## src/rtl/mlbr_pkg.sv

```systemverilog
`timescale 1ns / 1ps
package mlbr_pkg;

  localparam int NUM_CH     = 4;
  localparam int CH_W       = 8;
  localparam int SUM_W      = CH_W + 1;
  localparam int SRC_W_BITS = 13;
  localparam int SRC_H_BITS = 15;
  localparam int CFG_DATA_W = 15;
  localparam int CFG_IDX_W  = 1;

  localparam logic [CFG_IDX_W-1:0] REG_SOURCE_WIDTH  = 1'b0;
  localparam logic [CFG_IDX_W-1:0] REG_SOURCE_HEIGHT = 1'b1;

  typedef logic [NUM_CH-1:0][CH_W-1:0]  pix_t;
  typedef logic [NUM_CH-1:0][SUM_W-1:0] pair_t;

  // per-transaction decisions from the raster position
  typedef struct packed {
    logic hold_left;
    logic store_row;
    logic emit;
    logic dbl_h;
    logic dbl_v;
    logic last;
  } ctrl_t;

endpackage

```

## src/rtl/mlbr_raster_ctrl.sv

```systemverilog
`timescale 1ns / 1ps
module mlbr_raster_ctrl import mlbr_pkg::*; #(
  parameter int MAX_WIDTH  = 4096,
  parameter int MAX_HEIGHT = 16384,
  parameter int AW         = 11
) (
  input  logic                  clk,
  input  logic                  rst_n,
  input  logic                  cfg_we,
  input  logic [CFG_IDX_W-1:0]  cfg_index,
  input  logic [CFG_DATA_W-1:0] cfg_wdata,
  input  logic                  accept,
  output ctrl_t                 ctrl,
  output logic [AW-1:0]         line_idx
);

  localparam int WW = $clog2(MAX_WIDTH + 1);
  localparam int HW = $clog2(MAX_HEIGHT + 1);
  localparam int CW = $clog2(MAX_WIDTH);
  localparam int RW = $clog2(MAX_HEIGHT);

  logic [WW-1:0] pw_r, pw_nxt, pw_cand;
  logic [HW-1:0] ph_r, ph_nxt, ph_cand;
  logic [CW-1:0] col_r, col_nxt;
  logic [RW-1:0] row_r, row_nxt;
  logic [31:0]   wv, hv;
  logic          pw1, ph1, col_last, row_last, have_pair;
  logic [WW-1:0] cw_m1, col_half;
  logic [HW-1:0] ch_m1, row_half;

  always_comb begin
    wv = 32'(cfg_wdata[SRC_W_BITS-1:0]);
    hv = 32'(cfg_wdata[SRC_H_BITS-1:0]);
    if (wv == 32'd0) begin
      pw_cand = WW'(1);
    end else if (wv > 32'(MAX_WIDTH)) begin
      pw_cand = WW'(MAX_WIDTH);
    end else begin
      pw_cand = WW'(wv);
    end
    if (hv == 32'd0) begin
      ph_cand = HW'(1);
    end else if (hv > 32'(MAX_HEIGHT)) begin
      ph_cand = HW'(MAX_HEIGHT);
    end else begin
      ph_cand = HW'(hv);
    end
  end

  always_comb begin
    pw_nxt = pw_r;
    ph_nxt = ph_r;
    if (cfg_we) begin
      case (cfg_index)
        REG_SOURCE_WIDTH:  pw_nxt = pw_cand;
        REG_SOURCE_HEIGHT: ph_nxt = ph_cand;
        default: ;
      endcase
    end
  end

  always_comb begin
    pw1       = (pw_r == WW'(1));
    ph1       = (ph_r == HW'(1));
    col_last  = (WW'(col_r) == pw_r - WW'(1));
    row_last  = (HW'(row_r) == ph_r - HW'(1));
    cw_m1     = pw1 ? '0 : WW'((pw_r >> 1) - WW'(1));
    ch_m1     = ph1 ? '0 : HW'((ph_r >> 1) - HW'(1));
    col_half  = WW'(col_r) >> 1;
    row_half  = HW'(row_r) >> 1;
    have_pair = pw1 | col_r[0];

    ctrl.hold_left = ~pw1 & ~col_r[0];
    ctrl.store_row = have_pair & ~ph1 & ~row_r[0];
    ctrl.emit      = have_pair & (ph1 | row_r[0]);
    ctrl.dbl_h     = pw1;
    ctrl.dbl_v     = ph1;
    ctrl.last      = (col_half == cw_m1) && (row_half == ch_m1);
    line_idx       = AW'(col_r >> 1);
  end

  always_comb begin
    col_nxt = col_r;
    row_nxt = row_r;
    if (cfg_we) begin
      col_nxt = '0;
      row_nxt = '0;
    end else if (accept) begin
      if (col_last) begin
        col_nxt = '0;
        row_nxt = row_last ? '0 : RW'(row_r + RW'(1));
      end else begin
        col_nxt = CW'(col_r + CW'(1));
      end
    end
  end

  always_ff @(posedge clk) begin
    if (!rst_n) begin
      pw_r  <= WW'(1);
      ph_r  <= HW'(1);
      col_r <= '0;
      row_r <= '0;
    end else begin
      pw_r  <= pw_nxt;
      ph_r  <= ph_nxt;
      col_r <= col_nxt;
      row_r <= row_nxt;
    end
  end

  a_cfg_restarts: assert property (@(posedge clk) disable iff (!rst_n)
    cfg_we |=> (col_r == '0) && (row_r == '0))
    else $error("position not cleared by register write");

  a_col_in_range: assert property (@(posedge clk) disable iff (!rst_n)
    WW'(col_r) < pw_r)
    else $error("column beyond source width");

  a_row_in_range: assert property (@(posedge clk) disable iff (!rst_n)
    HW'(row_r) < ph_r)
    else $error("row beyond source height");

endmodule

```

## config.mk

```make
export PLATFORM = sky130hd
export DESIGN_NAME = mlbr_raster_ctrl
export DESIGN_NICKNAME = d
export VERILOG_FILES = /design/src/rtl/mlbr_pkg.sv /design/src/rtl/mlbr_raster_ctrl.sv
export SDC_FILE = /design/constraint.sdc
export NUM_CORES = 1
export LEC_CHECK = 0
export ABC_CLOCK_PERIOD_IN_PS = 3570
export BUFFER_PORTS_ARGS = -buffer_cell sky130_fd_sc_hd__buf_4
export CORE_UTILIZATION = 50
export CTS_CLUSTER_DIAMETER = 150
export DETAILED_ROUTE_END_ITERATION = 10
export PLACE_DENSITY = 0.73
export SKIP_LAST_GASP = 1
export SLEW_MARGIN = 20
export SYNTH_ARGS = -nofsm -noshare
export SYNTH_HDL_FRONTEND = slang
export SYNTH_SLANG_ARGS = --single-unit
```

## constraint.sdc

```tcl
create_clock -name clk -period 3.57 [get_ports clk]
set_input_delay 0.5355 -clock clk [delete_from_list [all_inputs] [get_ports clk]]
set_output_delay 0.5355 -clock clk [all_outputs]
set_load 0.01 [all_outputs]
```

# == Yosys cells after proc, flatten, opt, wreduce, memory -nomap -nowiden ==
# Cells that the tools add are included.
# op_classes
add_sub_neg,6
order_cmp,2
eq_ne,6
muxes,8
bitwise,12
n_reduce_logical,7
# op_table
cell,count
two-way mux 15 bit,3
two-way mux 13 bit,3
equality test 13 x 15 -> 1 bit,1
equality test 14 x 15 -> 1 bit,1
equality test 15 x 1 -> 1 bit (second input constant),1
greater-than comparator 15 bit (second input constant),1
zero test 15 bit,1
subtractor 14 x 1 -> 15 bit (second input constant),1
subtractor 15 x 1 -> 15 bit (second input constant),1
adder 14 x 1 -> 14 bit (second input constant),1
two-way mux 14 bit,1
equality test 11 x 13 -> 1 bit,1
equality test 12 x 13 -> 1 bit,1
equality test 13 x 1 -> 1 bit (second input constant),1
greater-than comparator 13 bit (second input constant),1
zero test 13 bit,1
subtractor 12 x 1 -> 13 bit (second input constant),1
subtractor 13 x 1 -> 13 bit (second input constant),1
adder 12 x 1 -> 12 bit (second input constant),1
two-way mux 12 bit,1
inverter 1 bit,6
AND reduction 2 bit,3
bitwise AND 1 bit,4
OR 1 bit,2
other kinds (2),2
# word_totals
reg_bits,54
in_bits,20
out_inout_bits,17
elab_cells,45

# == Longest topological paths before layout ==
# logic_depth
word_depth,4
depth_mapped,14
ltp_nobuf,10

# == Worst setup path after synthesis ==
# No wires, ideal clock.
# synth_timing
path_kind,flip-flop to output port
startpoint,reg pw_r[0]
endpoint,out ctrl[0] in the netlist's numbering
arrival_time_ns,2.736
required_time_ns,3.034
path_slack_ns,0.298
stages_incl_launch_ff,10
path_buffers,0
path_cell_list,dfxtp_1 ha_1 or3b_2 or4_4 clkinv_4 or3_1 o211ai_1 a211o_1 or4_1 nor4b_2
# synth_rtl
item,line_no,source
from (decl),mlbr_raster_ctrl.sv:22,"logic [WW-1:0] pw_r, pw_nxt, pw_cand;"
from (signal assigned),mlbr_raster_ctrl.sv:105,pw_r <= pw_nxt;
to (decl),mlbr_raster_ctrl.sv:13,"output ctrl_t ctrl,"

==> results_dict.tcl <==
set metrics [dict create \
    status "complete, but fails checks" \
    violations "setup timing" \
    portBuffers 36 \
    fin_ws_ns -0.1304 \
    p_leak_nw 1.888 \
    drive_above_1_share 0.1768 \
    wl_per_cell_um 17.15 \
    yosys-mux-area-fraction 0.004758 \
    dpl_cell_area_mm2 0.004788 \
    gp_congestion 0.8996 \
    cts-root-buf "clkbuf_8" \
    setup_violations 1 \
    finalMaxSlewViolations 0 \
    p_per_area_mw_per_mm2 307.7 \
    grt_first_pass_wirelength_um 19400 \
    nNetsFinal 621 \
    layout_commonest_cell "buf_4" \
    insertion_delay_ns 0.31 \
    ant_nets 0 \
    cts_tree "yes" \
    pin_count 37 \
    syn_area_mm2 0.004471 \
    yosysTopAreaCell "dfxtp_1" \
    arrival_ns 3.16 \
    synth_nets 604 \
    synth_enable_flop_cells 0 \
    cp_max_fo 4 \
    postSynthAreaPerCell_um2 7.761 \
    grt_pass1_vias 3919 \
    crit_top_cell "or4_4" \
    worst_pin_slew_ns 0.8315 \
    worstSetupEndpointType "output port" \
    core_area_mm2 0.008678 \
    ys_seq_area_frac 0.2418 \
    htreeDepth 2 \
    finalHoldViolCount 0 \
    cts_buffers 5 \
    crit_start "pw_r[1]" \
    grt_antenna_before_repair 0 \
    peakVddDrop_mv 0.2498 \
    reg2reg_depth 11 \
    yosys-top-cells-area "dfxtp_1, xnor2_1, xor2_1, nor2b_1, a21oi_1" \
    crit-reg2reg-capture "row_r[6]" \
    r2r-start "pw_r[0]" \
    crit_type "flip-flop to output port" \
    vias_per_cell 6.293 \
    dp_slack_ns 0.06778 \
    ys_ff_latch 54 \
    ff2ff_setup_slack_ns 0.31 \
    synth_top_family_by_area "simple AND/OR/NAND/NOR gates" \
    min_period_ns 3.700 \
    whs_path_depth 3 \
    die_x_um 96.56 \
    cpMaxStageDelayCell "or4_4" \
    place_hpwl_um 9154 \
    synth_xor_area_frac 0.1425 \
    synth_compound_area_frac 0.1783 \
    synthAdderAreaFrac 0.02687 \
    synthArstFlopShare 0 \
    fin_area_mm2 0.004967 \
    crit_end "ctrl[0]" \
    synthSimpleGateAreaFrac 0.3263 \
    clkTransAtPathRegs_ns 0.10 \
    route.detailed.drc 0 \
    fmax_ghz 0.2702 \
    grt_usage 0.2684 \
    cts.path.max_buffers 2 \
    grt_max_degree 31 \
    layout_common_cells "buf_4, dfxtp_1, xnor2_1" \
    drv_cap 0 \
    slew_headroom 0.4457 \
    insertedDiodeCount 0 \
    routed_wl_um 12040 \
    start_util 0.5151 \
    fin_cells 702 \
    row_count 34 \
    required_ns 3.03 \
    hold_path_class "input pin to flip-flop" \
    dieHeight_um 96.56 \
    netlist_instances 576 \
    yosys_warnings 0 \
    drtIter0Drc 329 \
    post-route-period-util 1.037 \
    cts_hold_buffers 0 \
    place_inst 690 \
    first_pass_iters 5 \
    synth_top_area_share 0.2418 \
    yosysUniqueCellTypes 69 \
    clock-sinks 54 \
    grt-ovfl-total 0 \
    fillers 819 \
    fin_skew_ns 0.007815 \
    area_delta_synth_final_pct 11.11 \
    rsz0062_at_grt "yes" \
    slowest_delay_ns 0.53 \
    synth_flop_cell "dfxtp_1" \
    startpoint_type "flip-flop" \
    dieArea_mm2 0.009323 \
    path_cells "inv_2 -> ha_2 -> or3b_4 -> or4_4 -> clkinv_4 -> or3_1 -> o211ai_1 -> a211o_1 -> or4_4 -> nor4b_4 -> buf_4" \
    vias 4418 \
]
==> worst min-delay path by stage <==
| stage | start | end | slack [ns] |
|---|---|---|---|
| 3_5_place_dp | row_r[6] | row_r[6] | 0.55 |
| 5_1_grt | cfg_wdata[7] | ph_r[7] | 0.52 |
| 6_report | cfg_wdata[8] | ph_r[8] | 0.52 |
| 4_1_cts | cfg_wdata[7] | ph_r[7] | 0.51 |
| 3_3_place_gp | row_r[6] | row_r[6] | 0.51 |
| 2_1_floorplan | row_r[6] | row_r[6] | 0.49 |
==> metal layers <==
layer | vias up | GRT usage | routed length, um
li1 | 2112 | - | -
met1 | 2109 | 0.3716 | 5499
met2 | 169 | 0.4319 | 5531
met3 | 28 | 0.03286 | 679
met4 | 0 | 0.08578 | 330
met5 | - | 0 | 0
==> metrics by stage <==
step | utilization | total power, mW | setup TNS, ns | hold slack [ns]
3_3_place_gp | 0.5518 | 1.094 | 0 | 0.5142
2_1_floorplan | - | 0.9688 | 0 | 0.4880
4_1_cts | 0.5708 | 1.526 | -0.1271 | 0.5143
3_5_place_dp | 0.5518 | 1.102 | 0 | 0.5459
5_1_grt | 0.5724 | 1.609 | -0.2690 | 0.5194
6_report | 0.5724 | 1.529 | -0.1304 | 0.5175
==> area by class of cell <==
class | instances | area [um2] | share of cell area
Sequential cell | 54 | 1082 | 0.2179
Multi-Input combinational cell | 449 | 3072 | 0.6184
Timing Repair Buffer | 67 | 503.0 | 0.1013
Tap cell | 108 | 135.1 | 0.02720
Clock inverter | 2 | 37.54 | 0.007557
Inverter | 16 | 65.06 | 0.01310
Clock buffer | 6 | 72.57 | 0.01461
==> report_power, final <==
part / internal [mW] / total [mW] / switching [mW]
Sequential: 0.614 / 0.632 / 0.0177
Combinational: 0.220 / 0.482 / 0.262
Clock: 0.210 / 0.415 / 0.205
Total: 1.04 / 1.53 / 0.485
==> repair_timing <==
action | in CTS | in global routing
setup buffers | 4 | 0
pin swaps | 3 | 1
gates resized for setup | 8 | 2
setup endpoints to repair | 1 | 1
cloned | 0 | 0
==> flip-flops by register name (all words and copies together), names as in the netlist <==
name,count
pw_r,13
col_r,12
row_r,14
ph_r,15
==> critical path, delay by kind of cell (launching register included) <==
kind,cells,cell delay (ns)
AO/OA/AOI/OAI,2,0.34
adder cells (fa/ha/maj),1,0.16
buffers and inverters,3,0.31
flip-flops,1,0.33
AND/OR/NAND/NOR,5,1.72
==> cell families (layout without fill, tap and decap cells) <==
group | count (synthesis) | in the layout
flops | 54 | 54
xor+xnor | 69 | 69
fa+ha+maj | 10 | 10
compound gates | 120 | 120
mux | 2 | 2
buf+inv | 73 | 91
simple gates | 248 | 248
==> Yosys cell counts, types with 9 or more instances <==
master	count
a21oi_1	33
nor4_1	9
nand4_1	20
buf_2	9
clkbuf_1	28
buf_4	13
nand3_1	26
nand2_1	31
nor2b_1	32
a22oi_1	19
o31ai_1	9
nor3_1	14
or3_1	16
o21ai_0	21
nor2_1	36
xnor2_1	38
inv_1	14
xor2_1	29
dfxtp_1	54
nor3b_1	10
Note: power is estimated with default switching activity, not from simulation.
